### config.mk
export PLATFORM = sky130hd
export DESIGN_NAME = pth_out_queue
export DESIGN_NICKNAME = d
export VERILOG_FILES = /design/src/rtl/pth_pkg.sv /design/src/rtl/pth_out_queue.sv
export VERILOG_INCLUDE_DIRS = /design/src /design/src/rtl
export SDC_FILE = /design/constraint.sdc
export NUM_CORES = 1
export LEC_CHECK = 0
export ABC_AREA = 1
export BUFFER_PORTS_ARGS = -buffer_cell sky130_fd_sc_hd__buf_2
export CORE_MARGIN = 1
export CORE_UTILIZATION = 45
export CTS_CLUSTER_DIAMETER = 40
export DETAILED_ROUTE_END_ITERATION = 8
export PLACE_DENSITY = 0.72
export SKIP_CTS_REPAIR_TIMING = 1
export SYNTH_ARGS = -nofsm -noshare
export SYNTH_HDL_FRONTEND = slang
export SYNTH_SLANG_ARGS = --single-unit
export TNS_END_PERCENT = 100
### constraint.sdc
create_clock -name clock -period 2.15 [get_ports clock]
set_input_delay 0.3225 -clock clock [delete_from_list [all_inputs] [get_ports clock]]
set_output_delay 0.3225 -clock clock [all_outputs]
set_load 0.05 [all_outputs]
### src/rtl/assert_macros.svh
// assertion macros shared by the rtl files
`ifndef ASSERT_MACROS_SVH
`define ASSERT_MACROS_SVH

// property checked on every rising clock edge, skipped while reset is high
`define PTH_ASSERT(lbl, clk, rst, prop, msg) \
   lbl: assert property (@(posedge clk) disable iff (rst) prop) else $error(msg);

// property checked on every rising clock edge, reset included
`define PTH_ASSERT_ALWAYS(lbl, clk, prop, msg) \
   lbl: assert property (@(posedge clk) prop) else $error(msg);

`endif

### src/rtl/pth_pkg.sv
// shared constants and types of the temporal high-pass filter
package pth_pkg;

   // frame store geometry
   localparam int MAX_PIXELS  = 1024;
   localparam int ADDR_BITS   = $clog2(MAX_PIXELS);
   localparam int FILL_BITS   = $clog2(MAX_PIXELS + 1);
   localparam int STORE_BITS  = 16;
   localparam int FRAC_BITS   = 4;

   // payload widths
   localparam int PIXEL_BITS  = 12;
   localparam int HP_BITS     = 13;

   // configuration registers
   localparam int FRAME_BITS      = 11;
   localparam int SHIFT_BITS      = 4;
   localparam int CSR_DATA_BITS   = 11;
   localparam int CSR_INDEX_BITS  = 2;
   localparam logic [CSR_INDEX_BITS-1:0] CSR_FRAME_PIXELS = 2'd0;
   localparam logic [CSR_INDEX_BITS-1:0] CSR_SHIFT_AMOUNT = 2'd1;
   localparam logic [FRAME_BITS-1:0] FRAME_PIXELS_RESET = 11'd1024;
   localparam logic [SHIFT_BITS-1:0] SHIFT_AMOUNT_RESET = 4'd4;

   // output queue
   localparam int QUEUE_DEPTH = 3;
   localparam int QPTR_BITS   = $clog2(QUEUE_DEPTH);
   localparam int QCNT_BITS   = $clog2(QUEUE_DEPTH + 1);
   localparam int OCC_BITS    = QCNT_BITS + 1;

   // one result transaction
   typedef struct packed {
      logic signed [HP_BITS-1:0] highpass;
      logic                      frame_end;
   } rsp_item_type;

   // queue status seen by the pipeline control
   typedef struct packed {
      logic [QCNT_BITS-1:0] count;
   } queue_status_type;

endpackage

### src/rtl/pth_out_queue.sv
// three-entry result queue between the filter stage and the rsp channel
`include "assert_macros.svh"
module pth_out_queue (
   input  logic                       clock,
   input  logic                       reset,
   input  logic                       push,
   input  pth_pkg::rsp_item_type      push_item,
   output pth_pkg::queue_status_type  status,
   output logic                       rsp_valid,
   input  logic                       rsp_stall,
   output pth_pkg::rsp_item_type      rsp_item
);

   pth_pkg::rsp_item_type           entries_ff [pth_pkg::QUEUE_DEPTH];
   logic [pth_pkg::QPTR_BITS-1:0]   wr_ptr_ff, wr_ptr_in;
   logic [pth_pkg::QPTR_BITS-1:0]   rd_ptr_ff, rd_ptr_in;
   logic [pth_pkg::QCNT_BITS-1:0]   count_ff, count_in;
   logic                            pop;

   localparam logic [pth_pkg::QPTR_BITS-1:0] LAST_PTR =
      pth_pkg::QPTR_BITS'(pth_pkg::QUEUE_DEPTH - 1);
   localparam logic [pth_pkg::QCNT_BITS-1:0] FULL_COUNT =
      pth_pkg::QCNT_BITS'(pth_pkg::QUEUE_DEPTH);

   assign rsp_valid = (count_ff != '0);
   assign pop       = rsp_valid && !rsp_stall;
   assign rsp_item  = entries_ff[rd_ptr_ff];

   assign status.count = count_ff;

   // pointer and count update
   always_comb begin
      wr_ptr_in = wr_ptr_ff;
      rd_ptr_in = rd_ptr_ff;
      count_in  = count_ff;
      if (push) begin
         wr_ptr_in = (wr_ptr_ff == LAST_PTR) ? '0 : wr_ptr_ff + 1'b1;
      end
      if (pop) begin
         rd_ptr_in = (rd_ptr_ff == LAST_PTR) ? '0 : rd_ptr_ff + 1'b1;
      end
      if (push && !pop) begin
         count_in = count_ff + 1'b1;
      end else if (pop && !push) begin
         count_in = count_ff - 1'b1;
      end
   end

   always_ff @(posedge clock) begin
      if (reset) begin
         wr_ptr_ff <= '0;
         rd_ptr_ff <= '0;
         count_ff  <= '0;
      end else begin
         wr_ptr_ff <= wr_ptr_in;
         rd_ptr_ff <= rd_ptr_in;
         count_ff  <= count_in;
      end
   end

   // entry storage, no reset
   always_ff @(posedge clock) begin
      if (push) begin
         entries_ff[wr_ptr_ff] <= push_item;
      end
   end

   // the upstream credit check must never let the queue overflow
   `PTH_ASSERT(a_no_overflow, clock, reset, push |-> (count_ff != FULL_COUNT) || pop, "result queue overflow")
   // a stalled result holds still
   `PTH_ASSERT(a_rsp_hold, clock, reset, (rsp_valid && rsp_stall) |=> (rsp_valid && $stable(rsp_item)), "stalled result changed")
   // occupancy stays within the queue depth
   `PTH_ASSERT(a_count_range, clock, reset, count_ff <= FULL_COUNT, "result queue count out of range")

endmodule

==> results of run 1 <==
report_power, final:
group | total [mW] | switching (mW) | internal, mW | leakage (nW)
Clock | 0.509 | 0.283 | 0.226 | 0.0450
Combinational | 0.598 | 0.457 | 0.141 | 0.384
Sequential | 1.15 | 0.0444 | 1.11 | 0.454
cell usage in the layout, fill, tap and decap left out:
cell type  netlist  layout
a21oi_1         31      31
dfxtp_1          8       8
clkbuf_1         0       1
nand2_1         26      26
nand4_1          1       1
edfxtp_1        42      42
a21oi_4          1       1
or2_2            1       1
o21ai_0          1       1
nor2_1          19      19
ha_1             1       1
nor3_2           0       1
clkbuf_8         0       5
buf_4            0       2
clkinv_2         0       2
inv_2            2       2
nand3_1          3       3
inv_1           13      13
buf_2            0      34
kinds of logic (layout without fill, tap and decap cells):
kind of cell	after synthesis	count (layout)
AO/OA/AOI/OAI	33	33
adder cells (fa/ha/maj)	1	1
buffers and inverters	19	59
flip-flops	50	50
AND/OR/NAND/NOR	51	51
area by class of cell:
class / count / area [sq um] / share of cell area, %
multi-input combinational: 85 / 395.4 / 17.94
sequential: 50 / 1421 / 64.51
timing repair buffer: 36 / 185.2 / 8.404
clock buffer: 6 / 72.57 / 3.294
inverter: 15 / 56.30 / 2.555
tap: 50 / 62.56 / 2.839
clock inverter: 2 / 10.01 / 0.4543
per-layer routing:
| metal | GRT usage [%] | vias up | share of wire (%) |
|---|---|---|---|
| met1 | 19.33 | 544 | 46 |
| met4 | 7.447 | 0 | 1.8 |
| met3 | 5.405 | 6 | 5.4 |
| met2 | 26.00 | 32 | 47 |
| li1 | - | 609 | - |
| met5 | 0 | - | 0 |
state kept, by name (all words and copies together) (netlist names), named ones only:
| signal | count |
|---|---|
| entries_ff | 42 |
| rd_ptr_ff | 2 |
| status | 2 |
| wr_ptr_ff | 2 |
through the flow:
| stage | instance area, sq um | power [mW] | cells | utilization, % |
|---|---|---|---|---|
| after global placement | 2121 | 1.775 | 236 | 52.64 |
| after global routing | 2203 | 2.369 | 244 | 54.69 |
| after floorplan | 1913 | 1.656 | 154 | - |
| final | 2203 | 2.260 | 244 | 54.69 |
| after CTS | 2203 | 2.285 | 244 | 54.69 |
| after detailed placement | 2121 | 1.781 | 236 | 52.64 |
worst paths after layout:
check | startpoint | slack (ps) | depth (start not counted) | endpoint
hold reg to reg | wr_ptr_ff[1]$_SDFFE_PP0P_ | 470 | 2 | wr_ptr_ff[1]$_SDFFE_PP0P_
setup reg to reg | status[0]$_SDFFE_PP0P_ | 740 | 9 | status[1]$_SDFFE_PP0P_
hold / removal | reset | 200 | 2 | wr_ptr_ff[1]$_SDFFE_PP0P_
setup / recovery | flop | 230 | 4 | rsp_item[10]
worst max-delay path: cells and delay by family (launching register included):
kind / cells / cell delay [ps]
compound gates: 1 / 160
buf+inv: 2 / 570
flops: 1 / 470
simple gates: 1 / 90
==> reports/qor.csv, run 1 <==
stage;metric;value;unit
global_route;initial antenna violation count;0;
floorplanning;row count;23;
synth;post-synthesis cell count;154;
clock_network;total CTS buffers;5;
clock_network;clock root cell;clkbuf_8;
worst_setup_path;WP data arrival;1590;ps
synth;sequential fraction of the synthesis area;74.30;%
worst_setup_path;Startpoint Class;flop;
synth;main combinational cell family by area after synthesis;simple AND/OR/NAND/NOR gates;
synth;async set-or-reset flop fraction in the synthesized netlist;0;%
worst_setup_path;type of the worst setup path;reg2out;
floorplanning;initial core utilization;47.48;%
timing;clock skew;11.13;ps
timing;Final Max Tran Viols;0;
drt;post-DR vias/cell;4.881;
synth;EDFF count, synth;42;
global_route;vias in the first global route;1118;
timing;final worst-path cycle share;89.13;%
synth;synth cell count leaders;edfxtp_1 (42), a21oi_1 (31), nand2_1 (26);
timing;worst hold slack;204.3;ps
synth;Post-synth top flop;edfxtp_1;
clock_network;# H-tree levels;2;
timing;Final Critical Period;1916;ps
status;outcome;completed;
placement;routability cong.;0.7405;
timing;worst relative slew slack;61.35;%
clock_network;CTS tree;done;
synth;Synth Area in Simple Gates;10.53;%
cells_and_area;Fill cells;363;
drt;DR WL/cell;13.04;microns
global_route;largest net degree at the start of global routing;16;
synth;FF+latch count, synth;50;
synth;post-synth top area cell;edfxtp_1;
floorplanning;I/O Pins;35;
synth;area fraction in compound gates after synthesis;9.222;%
clock_network;clk sinks;50;
cells_and_area;layout cells sized above 1;24.74;%
drt;Routed WL;3181;microns
global_route;GRT Residual Overflow;0;
clock_network;CTS clk-pin slew, worst paths;80;ps
placement;DP Worst Slack;527.3;ps
synth;post-synthesis mux area share;0;%
synth;Syn Nets;173;
cells_and_area;Nets;212;
worst_setup_path;worst-path maximum fanout;15;
drt;DRT Pass-1 Iters;4;
drt;DR iter-0 viols;76;
timing;worst slew pin tran;579.1;ps
drt;# DRC;0;
floorplanning;die width;67.20;microns
timing;Fmax achieved;0.5218;GHz
synth;Synth cell types;15;
min_path;Hold Crit Class;in2reg;
timing;final worst slack;233.7;ps
worst_setup_path;CP peak stage delay;470;ps
synth;post-synthesis xor/xnor area fraction;0;%
synth;Synth top area share;65.93;%
cells_and_area;Inserted Diodes;0;
timing;Final setup viols;0;
synth;Adder-Cell Fraction of Synth Area;0.6540;%
clock_network;Worst-Skew Late Latency;300;ps
timing;Sum Neg Setup Slack;0;ps
pwr;VDD IR-drop max;413.5;uV
pwr;pwr/cell area;1026;nW/um^2
floorplanning;die height;67.20;microns
cells_and_area;area delta synth->final;15.17;%
drt;Post-DRT Antenna Nets;0;
global_route;first-pass GRT wire length;5043;microns
synth;Syn Area/Cell;12.42;sq um
worst_setup_path;critical path required time;1830;ps
floorplanning;CORE AREA;4029;sq um
timing;RSZ-0062 raised after global routing;no;
worst_setup_path;crit path cell chain;inv_2, nand2_1, a21oi_1, buf_2;
synth;yosys warns;0;
worst_setup_path;slowest CP cell;dfxtp_1;
synth;cell with the most instances after synthesis;edfxtp_1;
flow_run;max cap viols;0;
synth;Netlist Area Pre-Place;1913;sq um
worst_setup_path;element type at the critical path end;output pin;
timing;Final Hold Vio Count;0;
synth;Synth area leaders;edfxtp_1 (66%), dfxtp_1 (8.4%), a21oi_1 (8.1%);
drt;routed vias;1191;
global_route;gr usage total;16.08;%
clock_network;CTS Buffer Depth;2;
placement;Port Buffer Count;34;
placement;post-DP HPWL;2211;microns
floorplanning;die area;4516;sq um
pwr;leak pwr;0.8832;nW
No activity file was read; power rests on OpenSTA's default activity.
==> run 2, diff against run 1 <==
- REMOVE_ABC_BUFFERS: not set -> 1
==> run 2 against run 1 <==
Setup slack worse by 46 ps. Die area is the same. Critical endpoint is now rsp_item[0]. Final cell count down 0.41%. Largest power group unchanged. Sequential share of layout area fell by 0.54 points. Via count shrank 0.92%. Non-clock buffer count is 1 lower. First-iteration DRC count shrank 16%. Largest cell class unchanged. Highest routed layer unchanged.
==> reports/qor.csv, run 2 (synthesized netlist as in run 1, its figures left out) <==
stage;metric;value;unit
drt;post-DR vias/cell;4.856;
global_route;largest net degree at the start of global routing;16;
timing;Fmax achieved;0.5097;GHz
worst_setup_path;critical path required time;1830;ps
worst_setup_path;Startpoint Class;flop;
clock_network;# H-tree levels;2;
drt;routed vias;1180;
cells_and_area;Layout Utilization;55.16;%
min_path;Hold Crit Class;in2reg;
clock_network;CTS clk-pin slew, worst paths;80;ps
worst_setup_path;Worst Setup EP;rsp_item[0];
cells_and_area;commonest cells after routing, fill and taps aside;edfxtp_1 (42), buf_2 (34), a21oi_1 (31);
clock_network;clk sinks;50;
timing;Final setup viols;0;
timing;RSZ-0062 raised after global routing;no;
worst_setup_path;crit path cell chain;inv_2, nand2_1, a21oi_1, buf_2;
global_route;first-pass GRT wire length;4843;microns
worst_setup_path;WP buf/inv;2;
placement;Port Buffer Count;34;
drt;# DRC;0;
cells_and_area;Nets;211;
timing;Final Critical Period;1962;ps
status;outcome;completed;
cells_and_area;sequential cell area;1421;sq um
cells_and_area;Inserted Diodes;0;
worst_setup_path;slowest CP cell;dfxtp_1;
pwr;VDD IR-drop max;466.9;uV
clock_network;CTS Buffer Depth;2;
cells_and_area;area delta synth->final;16.15;%
timing;worst hold slack;201.7;ps
floorplanning;CORE AREA;4029;sq um
placement;placed cell area;2113;sq um
timing;Final Max Tran Viols;0;
placement;routability cong.;0.7152;
cells_and_area;Fill cells;346;
cells_and_area;commonest non-fill, non-tap cell in the layout;edfxtp_1;
floorplanning;initial core utilization;47.48;%
placement;DP Worst Slack;538.3;ps
worst_setup_path;R2R setup slack;710;ps
worst_setup_path;CP top delay family;buffers and inverters;
global_route;GRT Residual Overflow;0;
timing;worst relative slew slack;59.20;%
worst_setup_path;WP data arrival;1640;ps
pwr;Net Sw Frac;33.24;%
worst_setup_path;element type at the critical path end;output pin;
worst_setup_path;worst-path maximum fanout;15;
flow_run;max cap viols;0;
drt;DRT Pass-1 Iters;4;
cells_and_area;number of flip-flops in the largest register;42;
cells_and_area;layout cells sized above 1;24.87;%
worst_setup_path;CP peak stage delay;490;ps
worst_setup_path;FF-to-FF End;status[1]$_SDFFE_PP0P_;
worst_setup_path;reg2reg path depth;9;
pwr;pwr/cell area;1073;nW/um^2
drt;Routed WL;3142;microns
worst_setup_path;type of the worst setup path;reg2out;
drt;DR WL/cell;12.93;microns
pwr;Combinational Power Share;25.1;%
timing;worst slew pin tran;611.3;ps
cells_and_area;Reg with most FFs;entries_ff;
timing;final worst-path cycle share;91.26;%
pwr;Net Sw Power;0.7928;mW
pwr;share of total power in sequential cells;48.5;%
cells_and_area;Multi-input gate area;395.4;sq um
pwr;Clk pwr share;26.4;%
cells_and_area;Layout Cell Area excl Fill;2222;sq um
global_route;initial antenna violation count;0;
pwr;leak pwr;0.8907;nW
cells_and_area;final std cells w/o fill;243;
global_route;vias in the first global route;1105;
timing;Sum Neg Setup Slack;0;ps
floorplanning;row count;23;
drt;DR iter-0 viols;64;
drt;Post-DRT Antenna Nets;0;
floorplanning;die height;67.20;microns
clock_network;clock root cell;clkbuf_8;
placement;post-DP HPWL;2117;microns
timing;Final Hold Vio Count;0;
worst_setup_path;WP depth;4;
floorplanning;I/O Pins;35;
placement;Cells after DPL;235;
clock_network;CTS tree;done;
floorplanning;die area;4516;sq um
timing;final worst slack;187.9;ps
worst_setup_path;origin of the critical flop-to-flop path;status[0]$_SDFFE_PP0P_;
floorplanning;die width;67.20;microns
global_route;gr usage total;15.35;%
timing;clock skew;4.745;ps
clock_network;Worst-Skew Late Latency;300;ps
pwr;Power Internal;1.592;mW
clock_network;total CTS buffers;5;
pwr;Total Power;2.385;mW
[run 2: changes by cell type in the layout (fill, tap and decap cells not counted), sizes merged]
cell	before	now
bufinv	0	1
buf	36	35
clkbuf	6	5
[run 2: cell type report]
| cell class | count | area share [%] |
|---|---|---|
| inverters | 15 | 2.534 |
| clock inverters | 3 | 1.802 |
| well taps | 50 | 2.815 |
| repair buffers | 35 | 7.995 |
| clock buffers | 5 | 3.097 |
| flip-flops and latches | 50 | 63.96 |
| multi-input cells | 85 | 17.79 |
[run 2: how the worst min path moves through the flow]
stage               cells after the start  slack, ps                   endpoint                       from
detailed placement                      2        460  wr_ptr_ff[1]$_SDFFE_PP0P_  wr_ptr_ff[1]$_SDFFE_PP0P_
CTS                                     2        200  wr_ptr_ff[0]$_SDFFE_PP0P_                      reset
floorplan                               1        390  wr_ptr_ff[0]$_SDFFE_PP0P_                      reset
global route                            2        200  wr_ptr_ff[0]$_SDFFE_PP0P_                      reset
global placement                        2        450  wr_ptr_ff[1]$_SDFFE_PP0P_  wr_ptr_ff[1]$_SDFFE_PP0P_
finish                                  2        200  wr_ptr_ff[0]$_SDFFE_PP0P_                      reset
[run 2: layer usage]
| metal | GRT usage [%] | share of wire, % | up-vias |
|---|---|---|---|
| met2 | 24.88 | 47 | 29 |
| li1 | - | - | 604 |
| met5 | 0 | 0 | - |
| met1 | 18.34 | 46 | 541 |
| met4 | 8.511 | 1.8 | 0 |
| met3 | 4.392 | 5.0 | 6 |
[run 2: worst register-to-register path: stages (launching register included)]
cell	delay [ps]
dfxtp_1	400
inv_1	120
a21oi_4	180
inv_1	60
ha_1	270
inv_1	100
nand3_1	90
nand2_1	60
inv_1	30
nor2_1	80
[run 2: power by group through the flow]
stage | registers, mW | logic (mW) | clock network [mW]
finish | 1.16 | 0.599 | 0.630
CTS | 1.16 | 0.602 | 0.644
global route | 1.16 | 0.641 | 0.681
global placement | 1.17 | 0.598 | 0
floorplan | 1.19 | 0.439 | 0
detailed placement | 1.18 | 0.601 | 0
==> run 3, diff against run 2 <==
- CORE_UTILIZATION: 45 -> 54
- PLACE_DENSITY: 0.72 -> 0.83
- SLEW_MARGIN: not set -> 25
==> run 3 against run 2 <==
Critical path depth unchanged. First-iteration DRC count down 33%. Final cell count down 1.2%. Setup slack better by 51 ps. Global-route usage is 5.4 points higher. Via count is 5.2% higher. Design area is 2.2% lower. Non-clock buffer count grew 1. Largest cell class unchanged. Highest routed layer unchanged.
==> reports/qor.csv, run 3 (synthesized netlist as in run 1, its figures left out) <==
stage;metric;value;unit
status;outcome;completed;
global_route;gr usage total;20.70;%
floorplanning;I/O Pins;35;
clock_network;clock root cell;clkbuf_4;
timing;Final Max Tran Viols;0;
min_path;Hold Crit Class;in2reg;
global_route;initial antenna violation count;0;
worst_setup_path;Startpoint Class;flop;
worst_setup_path;WP depth;4;
floorplanning;die width;61.52;microns
flow_run;max cap viols;0;
timing;clock skew;7.104;ps
pwr;leak pwr;0.8712;nW
clock_network;Worst-Skew Late Latency;350;ps
floorplanning;initial core utilization;56.88;%
cells_and_area;Reg with most FFs;entries_ff;
clock_network;clk sinks;50;
drt;# DRC;0;
timing;Final setup viols;0;
timing;Sum Neg Setup Slack;0;ps
cells_and_area;commonest non-fill, non-tap cell in the layout;edfxtp_1;
worst_setup_path;WP buf/inv;2;
global_route;largest net degree at the start of global routing;16;
drt;DR iter-0 viols;43;
worst_setup_path;type of the worst setup path;reg2out;
placement;post-DP HPWL;2381;microns
drt;Post-DRT Antenna Nets;0;
worst_setup_path;CP top delay family;buffers and inverters;
worst_setup_path;critical path required time;1830;ps
worst_setup_path;slowest CP cell;dfxtp_2;
pwr;pwr/cell area;999.0;nW/um^2
min_path;Min-Delay Path Depth;2;
placement;routability cong.;0.7244;
drt;DRT Pass-1 Iters;4;
floorplanning;row count;21;
timing;Final Critical Period;1911;ps
floorplanning;CORE AREA;3363;sq um
cells_and_area;layout cells sized above 1;25.77;%
worst_setup_path;element type at the critical path end;output pin;
clock_network;CTS clk-pin slew, worst paths;130;ps
timing;worst slew pin tran;660.2;ps
worst_setup_path;worst-path maximum fanout;15;
global_route;vias in the first global route;1140;
worst_setup_path;WP data arrival;1590;ps
pwr;Total Power;2.171;mW
timing;Final Hold Vio Count;0;
cells_and_area;Layout Utilization;64.62;%
drt;Routed WL;3526;microns
clock_network;CTS Buffer Depth;2;
timing;RSZ-0062 raised after global routing;no;
cells_and_area;Nets;212;
cells_and_area;Inserted Diodes;0;
clock_network;total CTS buffers;5;
worst_setup_path;R2R setup slack;600;ps
global_route;first-pass GRT wire length;5299;microns
cells_and_area;commonest cells after routing, fill and taps aside;edfxtp_1 (42), buf_2 (34), a21oi_1 (31);
global_route;GRT Residual Overflow;0;
clock_network;# H-tree levels;2;
worst_setup_path;CP peak stage delay;430;ps
drt;routed vias;1241;
drt;post-DR vias/cell;5.171;
timing;final worst-path cycle share;88.87;%
drt;DR WL/cell;14.69;microns
worst_setup_path;reg2reg path depth;9;
timing;Fmax achieved;0.5233;GHz
placement;Port Buffer Count;34;
worst_setup_path;crit path cell chain;inv_2, nand2_1, a21oi_1, buf_2;
cells_and_area;area delta synth->final;13.60;%
cells_and_area;number of flip-flops in the largest register;42;
clock_network;CTS tree;done;
pwr;VDD IR-drop max;683.1;uV
floorplanning;die area;3785;sq um
floorplanning;die height;61.52;microns
timing;worst relative slew slack;55.94;%
## run 3: cell types whose count changed in the layout (fill, tap and decap cells not counted), moves of 2 or more
cell      delta
clkbuf_4     +5
clkbuf_8     -5
dfxtp_1      -2
dfxtp_2      +2
## run 3: worst reg2reg max path, stage by stage, from the launching register on
cell,delay (ps)
dfxtp_1,420
inv_1,120
a21oi_4,190
inv_1,60
ha_1,270
inv_1,110
nand3_1,100
nand2_1,60
inv_1,50
nor2_1,100
## run 3: power breakdown
part / internal (mW) / leakage (nW) / switching, mW
clock network: 0.129 / 0.0322 / 0.276
logic: 0.141 / 0.384 / 0.466
registers: 1.11 / 0.455 / 0.0483
## run 3: layout make-up
cell class	count	area [sq um]
Clock buffer	6	41.29
Inverter	15	56.30
Multi-Input combinational cell	85	395.4
Tap cell	46	57.56
Fill cell	279	1190
Timing Repair Buffer	36	185.2
Clock inverter	2	13.76
Sequential cell	50	1424
## run 3: worst paths after layout
path	from	to
max	flop	rsp_item[7]
min	reset	wr_ptr_ff[0]$_SDFFE_PP0P_
max reg2reg	status[0]$_SDFFE_PP0P_	status[1]$_SDFFE_PP0P_
min reg2reg	wr_ptr_ff[1]$_SDFFE_PP0P_	wr_ptr_ff[1]$_SDFFE_PP0P_
## run 3: stage by stage
step	worst slack [ps]	hold slack, ps	std cells	area [sq um]
floorplan	351.0	391.6	150	1868
global placement	563.2	448.9	232	2116
detailed placement	510.7	458.9	232	2116
CTS	76.54	142.6	240	2171
global route	120.6	117.6	240	2173
finish	239.2	147.2	240	2173
## run 3: routing by layer
metal  global-route usage, %  part of all wire (%)
met5                       0                     0
met3                   6.513                   4.3
met1                   25.96                    43
met4                   9.206                   1.3
met2                   33.18                    51
